<file path="config.mk">
export PLATFORM = sky130hd
export DESIGN_NAME = running_mean_variance_stats
export DESIGN_NICKNAME = d
export VERILOG_FILES = /design/src/hdl/rmvs_pkg.sv /design/src/hdl/rmvs_alu.sv /design/src/hdl/rmvs_mul.sv /design/src/hdl/running_mean_variance_stats.sv
export SDC_FILE = /design/constraint.sdc
export NUM_CORES = 2
export LEC_CHECK = 0
export BUFFER_PORTS_ARGS = -buffer_cell sky130_fd_sc_hd__buf_2
export CELL_PAD_IN_SITES_DETAIL_PLACEMENT = 1
export CELL_PAD_IN_SITES_GLOBAL_PLACEMENT = 1
export CORE_UTILIZATION = 51
export CTS_CLUSTER_DIAMETER = 150
export CTS_CLUSTER_SIZE = 24
export DETAILED_ROUTE_END_ITERATION = 16
export GPL_TIMING_DRIVEN = 0
export PLACE_DENSITY = 0.9
export SYNTH_ARGS = -nofsm -noshare
export SYNTH_HDL_FRONTEND = slang
export SYNTH_SLANG_ARGS = --single-unit
</file>
<file path="constraint.sdc">
create_clock -name clk -period 21.5 [get_ports clk]
set_input_delay 3.225 -clock clk [delete_from_list [all_inputs] [get_ports clk]]
set_output_delay 3.225 -clock clk [all_outputs]
set_load 0.01 [all_outputs]
</file>
<file path="src/hdl/rmvs_pkg.sv">
`default_nettype none
package rmvs_pkg;

    // sample field as it appears on the bus, and the bits of it that are used
    localparam int X_W      = 32;
    localparam int SAMPLE_W = 32;
    localparam int COUNT_W  = 32;

    // running mean carries extra fraction bits beyond the sample format
    localparam int EXT_BITS = 16;
    localparam int MEAN_W   = X_W + EXT_BITS;
    localparam int DIFF_W   = MEAN_W + 1;
    localparam int MAG_W    = MEAN_W;

    // sum of squared deviations, variance and root
    localparam int SUM_W    = 64;
    localparam int ROOT_W   = SUM_W / 2;
    localparam int REM_W    = ROOT_W + 2;
    localparam int ALU_W    = REM_W + 2;
    localparam int STEP_W   = $clog2(SUM_W);

    // deviation product, taken a 16-bit slice of one operand per cycle
    localparam int MUL_CHUNK = 16;
    localparam int MUL_STEPS = MAG_W / MUL_CHUNK;
    localparam int MUL_CNT_W = $clog2(MUL_STEPS + 1);
    localparam int PROD_W    = 2 * MAG_W;

    typedef logic [0:0] alu_op_t;
    localparam alu_op_t OP_DIV  = 1'b0;
    localparam alu_op_t OP_SQRT = 1'b1;

    typedef struct packed {
        alu_op_t             op;
        logic [REM_W-1:0]    rem;
        logic [SUM_W-1:0]    quo;
        logic [ROOT_W-1:0]   root;
        logic [COUNT_W-1:0]  divisor;
    } alu_in_t;

    typedef struct packed {
        logic [REM_W-1:0]    rem;
        logic [SUM_W-1:0]    quo;
        logic [ROOT_W-1:0]   root;
    } alu_out_t;

endpackage
`default_nettype wire

</file>
<file path="src/hdl/rmvs_alu.sv">
`default_nettype none
// one restoring step: a divide bit or a square-root bit through one subtractor
module rmvs_alu
(
    input  wire rmvs_pkg::alu_in_t  req,
    output rmvs_pkg::alu_out_t      rsp
);

    logic [rmvs_pkg::ALU_W-1:0] trial;
    logic [rmvs_pkg::ALU_W-1:0] subtrahend;
    logic [rmvs_pkg::ALU_W:0]   diff;
    logic                       ge;

    always_comb
    begin
        trial      = '0;
        subtrahend = '0;
        unique case (req.op)
            rmvs_pkg::OP_DIV:
            begin
                trial = rmvs_pkg::ALU_W'({req.rem[rmvs_pkg::COUNT_W-1:0],
                                          req.quo[rmvs_pkg::SUM_W-1]});
                subtrahend = rmvs_pkg::ALU_W'(req.divisor);
            end
            rmvs_pkg::OP_SQRT:
            begin
                trial = {req.rem, req.quo[rmvs_pkg::SUM_W-1 -: 2]};
                subtrahend = rmvs_pkg::ALU_W'({req.root, 2'b01});
            end
            default:
            begin
                trial      = '0;
                subtrahend = '0;
            end
        endcase

        diff = {1'b0, trial} - {1'b0, subtrahend};
        ge   = !diff[rmvs_pkg::ALU_W];

        rsp.rem = ge ? diff[rmvs_pkg::REM_W-1:0] : trial[rmvs_pkg::REM_W-1:0];

        unique case (req.op)
            rmvs_pkg::OP_DIV:
            begin
                rsp.quo  = {req.quo[rmvs_pkg::SUM_W-2:0], ge};
                rsp.root = req.root;
            end
            rmvs_pkg::OP_SQRT:
            begin
                rsp.quo  = {req.quo[rmvs_pkg::SUM_W-3:0], 2'b00};
                rsp.root = {req.root[rmvs_pkg::ROOT_W-2:0], ge};
            end
            default:
            begin
                rsp.quo  = req.quo;
                rsp.root = req.root;
            end
        endcase
    end

endmodule
`default_nettype wire

</file>
<file path="src/hdl/rmvs_mul.sv">
`default_nettype none
// deviation product, high slice of b first, result is floor(a * b / 2^32)
module rmvs_mul
(
    input  wire                           clk,
    input  wire                           rst_n,
    input  wire                           start,
    input  wire [rmvs_pkg::MAG_W-1:0]     a,
    input  wire [rmvs_pkg::MAG_W-1:0]     b,
    output logic                          done,
    output logic [rmvs_pkg::SUM_W-1:0]    product
);

    logic [rmvs_pkg::PROD_W-1:0]                     acc_reg, acc_next;
    logic [rmvs_pkg::MAG_W-1:0]                      b_reg, b_next;
    logic [rmvs_pkg::MUL_CNT_W-1:0]                  cnt_reg, cnt_next;
    logic                                            busy_reg, busy_next;
    logic                                            done_reg, done_next;
    logic [rmvs_pkg::MAG_W+rmvs_pkg::MUL_CHUNK-1:0]  part;

    always_comb
    begin
        part = a * b_reg[rmvs_pkg::MAG_W-1 -: rmvs_pkg::MUL_CHUNK];
        acc_next  = acc_reg;
        b_next    = b_reg;
        cnt_next  = cnt_reg;
        busy_next = busy_reg;
        done_next = 1'b0;
        if (start)
        begin
            acc_next  = '0;
            b_next    = b;
            cnt_next  = rmvs_pkg::MUL_CNT_W'(rmvs_pkg::MUL_STEPS);
            busy_next = 1'b1;
        end
        else if (busy_reg)
        begin
            acc_next = {acc_reg[rmvs_pkg::PROD_W-rmvs_pkg::MUL_CHUNK-1:0],
                        {rmvs_pkg::MUL_CHUNK{1'b0}}} + rmvs_pkg::PROD_W'(part);
            b_next   = {b_reg[rmvs_pkg::MAG_W-rmvs_pkg::MUL_CHUNK-1:0],
                        {rmvs_pkg::MUL_CHUNK{1'b0}}};
            cnt_next = cnt_reg - 1'b1;
            if (cnt_reg == rmvs_pkg::MUL_CNT_W'(1))
            begin
                busy_next = 1'b0;
                done_next = 1'b1;
            end
        end
    end

    always_ff @(posedge clk or negedge rst_n)
    begin
        if (!rst_n)
        begin
            cnt_reg  <= '0;
            busy_reg <= 1'b0;
            done_reg <= 1'b0;
        end
        else
        begin
            cnt_reg  <= cnt_next;
            busy_reg <= busy_next;
            done_reg <= done_next;
        end
    end

    always_ff @(posedge clk)
    begin
        acc_reg <= acc_next;
        b_reg   <= b_next;
    end

    assign done    = done_reg;
    assign product = acc_reg[rmvs_pkg::PROD_W-1 -: rmvs_pkg::SUM_W];

endmodule
`default_nettype wire

</file>
<file path="src/hdl/running_mean_variance_stats.sv">
`default_nettype none
// running statistics over a stream of signed Q16.16 samples, Welford update.
// each accepted sample gives one result beat with the count, minimum, maximum,
// mean (Q16.16), sample variance (Q32.32, zero while the count is at most one)
// and its square root (Q16.16); minimum, maximum and mean are zero before the
// first sample. once the count reaches all ones further samples are accepted but
// left out: the beat repeats the current figures and tuser is set. the sum of
// squared deviations saturates. from acceptance to its result a sample passes
// through a 48-step divide of the mean step by the count, a 3-step deviation
// product with its start and handoff, a 64-step divide of the sum by count-1
// and a 32-step square root, the divides and the root sharing one restoring
// subtract unit at one bit per cycle. the first sample skips both divides and
// the product; a dropped sample skips the first divide and the product. the
// input is ready only while no sample is being worked on, which is again the
// cycle after a result is loaded, so a new sample is accepted only once the
// last one's result is loaded; a finished result waits in the output register,
// so the next sample may be accepted before it is taken.
module running_mean_variance_stats
(
    input  wire          clk,
    input  wire          rst_n,
    input  wire          s_tvalid,
    output logic         s_tready,
    input  wire  [31:0]  s_tdata,   // sample
    output logic         m_tvalid,
    input  wire          m_tready,
    output logic [223:0] m_tdata,   // count, minimum, maximum, mean, variance, std_dev
    output logic         m_tuser    // dropped
);

    localparam logic [3:0] S_IDLE   = 4'd0;
    localparam logic [3:0] S_PREP   = 4'd1;
    localparam logic [3:0] S_DIV1   = 4'd2;
    localparam logic [3:0] S_MEAN   = 4'd3;
    localparam logic [3:0] S_DEV    = 4'd4;
    localparam logic [3:0] S_MSTART = 4'd5;
    localparam logic [3:0] S_MWAIT  = 4'd6;
    localparam logic [3:0] S_ACC    = 4'd7;
    localparam logic [3:0] S_VPREP  = 4'd8;
    localparam logic [3:0] S_DIV2   = 4'd9;
    localparam logic [3:0] S_SQPREP = 4'd10;
    localparam logic [3:0] S_SQRT   = 4'd11;
    localparam logic [3:0] S_DONE   = 4'd12;

    // sequencer
    logic [3:0]                          state_reg, state_next;
    logic [rmvs_pkg::STEP_W-1:0]         step_reg, step_next;
    logic                                out_valid_reg, out_valid_next;

    // accumulated statistics
    logic [rmvs_pkg::COUNT_W-1:0]        count_reg, count_next;
    logic signed [rmvs_pkg::MEAN_W-1:0]  mean_reg, mean_next;
    logic [rmvs_pkg::SUM_W-1:0]          sum_reg, sum_next;
    logic signed [rmvs_pkg::X_W-1:0]     min_reg, min_next;
    logic signed [rmvs_pkg::X_W-1:0]     max_reg, max_next;

    // per-sample working values
    logic signed [rmvs_pkg::X_W-1:0]     x_reg, x_next;
    logic                                neg_reg, neg_next;
    logic [rmvs_pkg::MAG_W-1:0]          mag_reg, mag_next;
    logic [rmvs_pkg::MAG_W-1:0]          mag2_reg, mag2_next;
    logic signed [rmvs_pkg::MEAN_W-1:0]  nm_reg, nm_next;
    logic                                drop_reg, drop_next;
    logic [rmvs_pkg::SUM_W-1:0]          var_reg, var_next;

    // shared restoring unit operands
    logic [rmvs_pkg::SUM_W-1:0]          quo_reg, quo_next;
    logic [rmvs_pkg::REM_W-1:0]          rem_reg, rem_next;
    logic [rmvs_pkg::ROOT_W-1:0]         root_reg, root_next;
    logic [rmvs_pkg::COUNT_W-1:0]        div_reg, div_next;

    // result beat
    logic [223:0]                        out_data_reg, out_data_next;
    logic                                out_user_reg, out_user_next;

    rmvs_pkg::alu_in_t                   alu_req;
    rmvs_pkg::alu_out_t                  alu_rsp;

    logic                                mul_start;
    logic                                mul_done;
    logic [rmvs_pkg::SUM_W-1:0]          mul_product;

    logic signed [rmvs_pkg::X_W-1:0]     x_in;
    logic signed [rmvs_pkg::MEAN_W-1:0]  xe;
    logic signed [rmvs_pkg::DIFF_W-1:0]  d1;
    logic signed [rmvs_pkg::DIFF_W-1:0]  d2;
    logic [rmvs_pkg::DIFF_W-1:0]         d1_abs;
    logic [rmvs_pkg::DIFF_W-1:0]         d2_abs;
    logic signed [rmvs_pkg::MEAN_W-1:0]  q_signed;
    logic [rmvs_pkg::SUM_W:0]            sum_ext;

    rmvs_alu u_alu
    (
        .req (alu_req),
        .rsp (alu_rsp)
    );

    rmvs_mul u_mul
    (
        .clk     (clk),
        .rst_n   (rst_n),
        .start   (mul_start),
        .a       (mag_reg),
        .b       (mag2_reg),
        .done    (mul_done),
        .product (mul_product)
    );

    // shared unit runs divide steps except while extracting the root
    always_comb
    begin
        alu_req.op      = (state_reg == S_SQRT) ? rmvs_pkg::OP_SQRT : rmvs_pkg::OP_DIV;
        alu_req.rem     = rem_reg;
        alu_req.quo     = quo_reg;
        alu_req.root    = root_reg;
        alu_req.divisor = div_reg;
    end

    // datapath pieces around the sequencer
    always_comb
    begin
        // only the low SAMPLE_W bits count, sign-extended
        x_in     = rmvs_pkg::X_W'($signed(s_tdata[rmvs_pkg::SAMPLE_W-1:0]));
        xe       = {x_reg, {rmvs_pkg::EXT_BITS{1'b0}}};
        d1       = {xe[rmvs_pkg::MEAN_W-1], xe} - {mean_reg[rmvs_pkg::MEAN_W-1], mean_reg};
        d1_abs   = d1[rmvs_pkg::DIFF_W-1] ? -d1 : d1;
        // mean step magnitude, quotient of the first divide
        q_signed = quo_reg[rmvs_pkg::MAG_W-1:0];
        d2       = {xe[rmvs_pkg::MEAN_W-1], xe} - {nm_reg[rmvs_pkg::MEAN_W-1], nm_reg};
        d2_abs   = d2[rmvs_pkg::DIFF_W-1] ? -d2 : d2;
        sum_ext  = {1'b0, sum_reg} + {1'b0, mul_product};
    end

    always_comb
    begin
        state_next     = state_reg;
        step_next      = step_reg;
        out_valid_next = out_valid_reg;
        count_next     = count_reg;
        mean_next      = mean_reg;
        sum_next       = sum_reg;
        min_next       = min_reg;
        max_next       = max_reg;
        x_next         = x_reg;
        neg_next       = neg_reg;
        mag_next       = mag_reg;
        mag2_next      = mag2_reg;
        nm_next        = nm_reg;
        drop_next      = drop_reg;
        var_next       = var_reg;
        quo_next       = quo_reg;
        rem_next       = rem_reg;
        root_next      = root_reg;
        div_next       = div_reg;
        out_data_next  = out_data_reg;
        out_user_next  = out_user_reg;
        mul_start      = 1'b0;

        // result beat leaves when taken
        if (out_valid_reg && m_tready)
        begin
            out_valid_next = 1'b0;
        end

        unique case (state_reg)
            S_IDLE:
            begin
                if (s_tvalid)
                begin
                    x_next     = x_in;
                    state_next = S_PREP;
                end
            end
            S_PREP:
            begin
                drop_next = (count_reg == '1);
                if (count_reg == '1)
                begin
                    // full count: state untouched, figures reported again
                    state_next = S_VPREP;
                end
                else if (count_reg == '0)
                begin
                    // first sample sets everything directly
                    min_next   = x_reg;
                    max_next   = x_reg;
                    mean_next  = xe;
                    sum_next   = '0;
                    count_next = rmvs_pkg::COUNT_W'(1);
                    state_next = S_VPREP;
                end
                else
                begin
                    if (x_reg < min_reg)
                    begin
                        min_next = x_reg;
                    end
                    if (x_reg > max_reg)
                    begin
                        max_next = x_reg;
                    end
                    neg_next   = d1[rmvs_pkg::DIFF_W-1];
                    mag_next   = d1_abs[rmvs_pkg::MAG_W-1:0];
                    // dividend sits at the top of the shift register
                    quo_next   = {d1_abs[rmvs_pkg::MAG_W-1:0],
                                  {(rmvs_pkg::SUM_W-rmvs_pkg::MAG_W){1'b0}}};
                    rem_next   = '0;
                    div_next   = count_reg + 1'b1;
                    step_next  = rmvs_pkg::STEP_W'(rmvs_pkg::MAG_W - 1);
                    state_next = S_DIV1;
                end
            end
            S_DIV1:
            begin
                quo_next  = alu_rsp.quo;
                rem_next  = alu_rsp.rem;
                step_next = step_reg - 1'b1;
                if (step_reg == '0)
                begin
                    state_next = S_MEAN;
                end
            end
            S_MEAN:
            begin
                // mean moves toward the sample by the truncated step
                nm_next    = neg_reg ? (mean_reg - q_signed) : (mean_reg + q_signed);
                state_next = S_DEV;
            end
            S_DEV:
            begin
                mag2_next  = d2_abs[rmvs_pkg::MAG_W-1:0];
                state_next = S_MSTART;
            end
            S_MSTART:
            begin
                mul_start  = 1'b1;
                state_next = S_MWAIT;
            end
            S_MWAIT:
            begin
                if (mul_done)
                begin
                    state_next = S_ACC;
                end
            end
            S_ACC:
            begin
                // saturating accumulate of the deviation product
                sum_next   = sum_ext[rmvs_pkg::SUM_W] ? '1 : sum_ext[rmvs_pkg::SUM_W-1:0];
                mean_next  = nm_reg;
                count_next = count_reg + 1'b1;
                state_next = S_VPREP;
            end
            S_VPREP:
            begin
                rem_next = '0;
                if (count_reg > rmvs_pkg::COUNT_W'(1))
                begin
                    quo_next   = sum_reg;
                    div_next   = count_reg - 1'b1;
                    step_next  = rmvs_pkg::STEP_W'(rmvs_pkg::SUM_W - 1);
                    state_next = S_DIV2;
                end
                else
                begin
                    quo_next   = '0;
                    state_next = S_SQPREP;
                end
            end
            S_DIV2:
            begin
                quo_next  = alu_rsp.quo;
                rem_next  = alu_rsp.rem;
                step_next = step_reg - 1'b1;
                if (step_reg == '0)
                begin
                    state_next = S_SQPREP;
                end
            end
            S_SQPREP:
            begin
                // variance stays in the shift register as the radicand
                var_next   = quo_reg;
                rem_next   = '0;
                root_next  = '0;
                step_next  = rmvs_pkg::STEP_W'(rmvs_pkg::ROOT_W - 1);
                state_next = S_SQRT;
            end
            S_SQRT:
            begin
                quo_next  = alu_rsp.quo;
                rem_next  = alu_rsp.rem;
                root_next = alu_rsp.root;
                step_next = step_reg - 1'b1;
                if (step_reg == '0)
                begin
                    state_next = S_DONE;
                end
            end
            S_DONE:
            begin
                // wait for the output register to be free
                if (!out_valid_reg || m_tready)
                begin
                    out_data_next  = {root_reg,
                                      var_reg,
                                      mean_reg[rmvs_pkg::MEAN_W-1 -: rmvs_pkg::X_W],
                                      max_reg,
                                      min_reg,
                                      32'(count_reg)};
                    out_user_next  = drop_reg;
                    out_valid_next = 1'b1;
                    state_next     = S_IDLE;
                end
            end
            default:
            begin
                state_next = S_IDLE;
            end
        endcase
    end

    always_ff @(posedge clk or negedge rst_n)
    begin
        if (!rst_n)
        begin
            state_reg     <= S_IDLE;
            step_reg      <= '0;
            out_valid_reg <= 1'b0;
            count_reg     <= '0;
            mean_reg      <= '0;
            sum_reg       <= '0;
            min_reg       <= '0;
            max_reg       <= '0;
        end
        else
        begin
            state_reg     <= state_next;
            step_reg      <= step_next;
            out_valid_reg <= out_valid_next;
            count_reg     <= count_next;
            mean_reg      <= mean_next;
            sum_reg       <= sum_next;
            min_reg       <= min_next;
            max_reg       <= max_next;
        end
    end

    always_ff @(posedge clk)
    begin
        x_reg        <= x_next;
        neg_reg      <= neg_next;
        mag_reg      <= mag_next;
        mag2_reg     <= mag2_next;
        nm_reg       <= nm_next;
        drop_reg     <= drop_next;
        var_reg      <= var_next;
        quo_reg      <= quo_next;
        rem_reg      <= rem_next;
        root_reg     <= root_next;
        div_reg      <= div_next;
        out_data_reg <= out_data_next;
        out_user_reg <= out_user_next;
    end

    assign s_tready = (state_reg == S_IDLE);
    assign m_tvalid = out_valid_reg;
    assign m_tdata  = out_data_reg;
    assign m_tuser  = out_user_reg;

    // a dropped sample only happens with the count saturated
    a_drop_full: assert property (@(posedge clk) disable iff (!rst_n)
        (m_tvalid && m_tuser) |-> (m_tdata[31:0] == 32'hFFFF_FFFF))
        else $error("dropped beat without a full count");

    // no variance until two samples are in
    a_var_small_count: assert property (@(posedge clk) disable iff (!rst_n)
        (m_tvalid && (m_tdata[31:1] == 31'd0)) |-> (m_tdata[191:128] == 64'd0))
        else $error("variance nonzero with count at most one");

    // the mean always lies between the extremes
    a_mean_bounds: assert property (@(posedge clk) disable iff (!rst_n)
        (m_tvalid && (m_tdata[31:0] != 32'd0)) |->
        (($signed(m_tdata[63:32]) <= $signed(m_tdata[127:96]))
         && ($signed(m_tdata[127:96]) <= $signed(m_tdata[95:64]))))
        else $error("mean outside minimum and maximum");

endmodule
`default_nettype wire
</file>
# After elaboration in Yosys (flattened, before gate mapping)
# Cells that the tools add are included.
# W data, S select, Z words.
dict set report word_totals {
  register_bits 996
  inputBits 36
  output_inout_bits 227
  elab_cells 163
}
dict set report classes {
  addsub 13
  multipliers 1
  n_lt_le_gt_ge 3
  eq_ne 25
  n_mux 62
  bitwise 3
  n_reduce_logical 30
}
# operator n
set op_table {}
lappend op_table {{$mux W64} 6}
lappend op_table {{$mux W48} 7}
lappend op_table {{$mux W32} 9}
lappend op_table {{$pmux W32 S2} 3}
lappend op_table {{$pmux W64 S3} 1}
lappend op_table {{$pmux W96 S2} 1}
lappend op_table {{$pmux W36 S2} 2}
lappend op_table {{$pmux W64 S2} 1}
lappend op_table {{$mux W34} 3}
lappend op_table {{$pmux W34 S3} 1}
lappend op_table {{$sub A48 B48 Y49} 2}
lappend op_table {{$add A96 B64 Y96} 1}
lappend op_table {{$neg A48 Y48} 2}
lappend op_table {{$pmux W48 S2} 1}
lappend op_table {{$add A64 B64 Y65} 1}
lappend op_table {{$mul A48 B16 Y64} 1}
lappend op_table {{$pmux W4 S13} 1}
lappend op_table {{$add A48 B48 Y48} 1}
lappend op_table {{$sub A48 B48 Y48} 1}
lappend op_table {{$sub A36 B36 Y37} 1}
lappend op_table {{$add A32 B1 Y32 const B} 1}
lappend op_table {{$eq A32 B32 Y1 const B} 1}
lappend op_table {{$gt A32 B1 Y1 const B} 1}
lappend op_table {{$gt A32 B32 Y1} 1}
lappend op_table {{32 further kinds} 87}

# Logic depth before layout (Yosys ltp)
dict set report logic_depth {
  depth_word 8
  ltp_mapped 29
  mapped_depth_nobuf 26
}

# By module
# Synthesis repeated with hierarchy kept, for this count alone.
dict set report hier_totals {
  hier_cells 8534
  area_unflattened_um2 83121.0
}
# mod n_inst cells_per_inst area_per_inst_um2 seq_area_each_um2
set by_module_without_submodules {}
lappend by_module_without_submodules {running_mean_variance_stats 1 4247 45917.8 24368.4}
lappend by_module_without_submodules {rmvs_mul 1 3736 32673.8 3463.3}
lappend by_module_without_submodules {rmvs_alu 1 551 4529.3 0.0}

# Least setup slack after synthesis
# Ideal clock, no wire load.
dict set report synth_path {
  path_type {input to register}
  start {input m_tready}
  end {register out_data_reg[0] (netlist: m_tdata[0]) (enable)}
  setup_ns 1.088
  t_arrival_ns 18.440
  t_required_ns 20.412
  setup_slack_ns 1.973
  path_stages 2
  n_path_buf 0
  cell_sequence {nor2b_1 > nor3_1}
}
dict set report synth_via {
  elab_chain_len 2
}
# item line
set synth_rtl {}
lappend synth_rtl {{from (decl)} running_mean_variance_stats.sv:26} ;# input wire m_tready,
lappend synth_rtl {{$logic_or A1 B1 Y1} running_mean_variance_stats.sv:303} ;# if (!out_valid_reg || m_tready)
lappend synth_rtl {{$reduce_and A2 Y1 (no line)} n/a}
lappend synth_rtl {{to (signal assigned)} running_mean_variance_stats.sv:362} ;# out_data_reg <= out_data_next;
lappend synth_rtl {{to (decl)} running_mean_variance_stats.sv:73} ;# logic [223:0] out_data_reg, out_data_next;
# Every way passes these cells.
# A chain may end at the register's enable or synchronous reset.

# Worst setup path after layout
dict set report layout_path {
  start {register u_mul.b_reg[43] (netlist bit)}
  end {register u_mul.acc_reg[94] (netlist bit)}
}
dict set report layout_via {
  elab_chain_len 2
}
# item line
set layout_rtl {}
lappend layout_rtl {{from (decl)} rmvs_mul.sv:15} ;# logic [rmvs_pkg::MAG_W-1:0] b_reg, b_next;
lappend layout_rtl {{from (signal assigned)} rmvs_mul.sv:70} ;# b_reg <= b_next;
lappend layout_rtl {{$mul A48 B16 Y64} rmvs_mul.sv:23} ;# part = a * b_reg[rmvs_pkg::MAG_W-1 -: rmvs_pkg::MUL_CHUNK];
lappend layout_rtl {{$add A96 B64 Y96} rmvs_mul.sv:39} ;# {rmvs_pkg::MUL_CHUNK{1'b0}}} + rmvs_pkg::PROD_W'(part);
lappend layout_rtl {{to (signal assigned)} rmvs_mul.sv:69} ;# acc_reg <= acc_next;
lappend layout_rtl {{to (decl)} rmvs_mul.sv:14} ;# logic [rmvs_pkg::PROD_W-1:0] acc_reg, acc_next;
# Every way passes these cells.

==> out/metrics.cfg <==
[run_status]
status = finished, violations left
failed_checks = capacitance limit, slew limit

[critical_path]
rr_startpoint = u_mul.b_reg[43]$_DFFE_PP_
reg2regPathDepth = 25
timing.critical_path.required_ps = 22070
critical_path_class = reg -> reg
cp-end-kind = flip-flop
start_kind = flip-flop
cp_data_arrival_time_ps = 10980
critical_path_peak_fanout = 10
reg2reg_setup_slack_ps = 11090
crit-reg2reg-capture = u_mul.acc_reg[94]$_SDFFE_PP0P_

[clock_network]
cts_repair_resize_count = 0
clock_latency_ps = 750
cts_buffer_depth = 3
ctsHoldBuffers = 0
post_cts_setup_repair_buffer_count = 0
cts_made_buffers = 49
cts.reportedPaths.clkPinSlew_ps = 100
clock_sink_count = 996
cts_root_buffer = clkbuf_16
clock_tree.htree_level_count = 2
tritoncts = yes

[die]
num_rows = 145
fp.dieH_microns = 399
start_util_pct = 51.5
io-pin-count = 263
dieArea_sq_um = 160000
die-width_microns = 399
coreArea_sq_um = 157000

[detailed_routing]
drtPass1Iterations = 13
drt-vias-per-instance = 6.24
drt_drc_violations_left = 0
drt-total-wl_mm = 308
total_number_of_vias = 68300
wire_per_inst_microns = 28.2
route.antenna.remaining_nets = 0
drt_iter0_drc = 7301

[logic_synthesis]
ys_warn_count = 0
synth.area.top_cells = edfxtp_1 25%, fa_1 17%, dfrtp_1 6.9%, ha_1 6.7%, nand2_1 5.5%
count_of_mapped_cells_out_of_synthesis = 8484
mappedNetlistNets = 9646
synthDominantAreaCellType = edfxtp_1
synth_edf_count = 677
synth_compound_area_share_pct = 12.4
synth_simple_gate_area_share_pct = 15.2
fraction_of_the_mapped_netlist_area_in_adder_cells_pct = 23.9
async_flop_share_pct = 22.4
synthFlopType = edfxtp_1
synth_top_family_by_area = adder cells
yosys.area_share.xor_xnor_pct = 4.86
yosysSeqAreaShare_pct = 34.5
post_synth_instance_area_sq_um = 80600
yosysTopAreaCellShare_pct = 25.2
synth_area_per_cell_sq_um = 9.50
yosysUniqueCellTypes = 92
yosys-mux-area-fraction_pct = 1.76
synth_seq_cells = 996

[place]
dpl-instance-area_sq_um = 85100
port_buffer_count = 262
place.gp.congestion = 1.02
dpl.hpwl_mm = 248

[grt]
grt_overflow_total = 0
antenna_found_initial = 28
pin_count_of_the_biggest_net_entering_global_routing = 79
grt.total_usage_pct = 38.6
vias_in_the_first_global_route = 71900
global_route_wire_length_before_repair_mm = 459

[finish]
area_growth_syn_to_layout_pct = 7.55
num-nets-final = 10000
final_standard_cell_area_without_fillers_sq_um = 86600
largest_register_ff_count = 224
filler_cell_count = 17900
layout_cell_share_with_drive_strength_beyond_1_pct = 5.66

[timing]
worst_slew_margin_rel_pct = -9.69
skew_ps = 71.6
final.min_clock_period_ps = 10410
fmax_mhz = 96.1
setup_repair_after_global_routing_missed_its_margin = false
report.final.setup_viol = 0
period_utilization_pct = 48.4
final-max-slew-violation-count = 22
hold_violations = 0
worst-slew-pin-transition_ps = 1650

[min_path]
holdPathEnd = m_tdata[163]$_DFFE_PP_
holdPathStages = 0
hold_path.startpoint = var_reg[35]$_DFFE_PP_
holdCritPathClass = reg -> reg

[flow_run]
cap_violations = 2

==> cell type report <==
cell class | instances | area (sq um) | share of cell area [%]
clock buffers | 84 | 1360 | 1.57
clock inverters | 8 | 149 | 0.172
plain buffers | 414 | 1600 | 1.84
inverters | 1134 | 4260 | 4.91
well taps | 2058 | 2570 | 2.97
multi-input cells | 5940 | 47000 | 54.2
flip-flops and latches | 996 | 27800 | 32.1
diodes | 6 | 15.0 | 0.0173
repair buffers | 304 | 1910 | 2.20
==> how the worst max path moves through the flow <==
stage / start / end / slack (ps) / depth (start not counted)
global route: u_mul.b_reg[43]$_DFFE_PP_ / u_mul.acc_reg[94]$_SDFFE_PP0P_ / 10740 / 25
floorplan: m_tready / m_tdata[0]$_DFFE_PP_ / 1970 / 2
detailed placement: u_mul.b_reg[43]$_DFFE_PP_ / u_mul.acc_reg[94]$_SDFFE_PP0P_ / 11350 / 25
finish: u_mul.b_reg[43]$_DFFE_PP_ / u_mul.acc_reg[94]$_SDFFE_PP0P_ / 11090 / 25
CTS: u_mul.b_reg[43]$_DFFE_PP_ / u_mul.acc_reg[94]$_SDFFE_PP0P_ / 11300 / 25
global placement: m_tready / m_tdata[154]$_DFFE_PP_ / -6260 / 3
==> worst max-delay path, cell delays in order (launching register included) <==
cell and delay [ps]:
edfxtp_1 420, clkbuf_1 830, clkbuf_1 580, nand2_1 160, fa_1 600, inv_1 80, fa_1 500, fa_1 530
fa_1 520, fa_1 550, inv_1 60, fa_1 530, inv_1 50, ha_1 400, clkbuf_1 450, nand4_1 320
nor4_1 810, and3_1 370, o31a_1 370, o21ai_0 260, o221ai_1 490, a211oi_1 330, clkbuf_1 320, nor4_1 450
xnor2_1 170, a21oi_1 80
==> cell usage after synthesis, types with 71 or more instances <==
cell,instances
xor2_1,135
nand4_1,71
o21ai_0,408
inv_1,1133
and2_1,332
xnor2_1,312
a21o_1,152
dfrtp_1,223
clkbuf_1,376
a21oi_1,513
edfxtp_1,677
nor3_1,101
ha_1,433
nand2_1,1188
dfxtp_1,96
nand3_1,109
nor2_1,486
fa_1,693
==> metrics by stage <==
| step | utilization, % | std cells | hold WS [ps] | setup WS [ps] | setup TNS (ps) |
|---|---|---|---|---|---|
| 4_1_cts | 55.3 | 10900 | 416 | 11300 | 0 |
| 3_5_place_dp | 54.4 | 10800 | 406 | 11350 | 0 |
| 5_1_grt | 55.3 | 10900 | 427 | 10740 | 0 |
| 3_3_place_gp | 53.9 | 10800 | 401 | -6260 | -1384520 |
| 2_1_floorplan | - | 8484 | 400 | 1970 | 0 |
| 6_report | 55.3 | 10900 | 421 | 11090 | 0 |
==> cells in the final DEF (no fill, tap or decap), types with 67 or more instances in the layout <==
cell	n
xnor2_1	312
o21ai_0	408
nor2_1	482
edfxtp_1	677
a21oi_1	513
clkbuf_1	411
ha_1	433
nand2_1	1188
and2_1	331
dfrtp_1	223
buf_2	279
nor3_1	97
nand3_1	109
fa_1	693
a21o_1	152
dfxtp_1	96
nand4_1	71
inv_1	1132
xor2_1	135
mux2i_1	67
==> kinds of logic (layout without fill, tap and decap cells) <==
kind of cell,after synthesis,in the layout
buf+inv,1548,1944
other cells,0,6
xor+xnor,447,447
fa+ha+maj,1126,1126
simple gates,2637,2637
compound gates,1597,1597
flops,996,996
mux,133,133
==> metal layers <==
metal / share of wire [%] / vias up / global-route usage, %
met2: 45 / 3440 / 61.4
li1: - / 29000 / -
met3: 9.9 / 906 / 8.64
met1: 37 / 34900 / 48.3
met4: 7.0 / 28 / 22.2
met5: 0.058 / - / 0
Power is not shown: default switching activity piles up to over one toggle a cycle in this logic, so the estimate is an artifact.
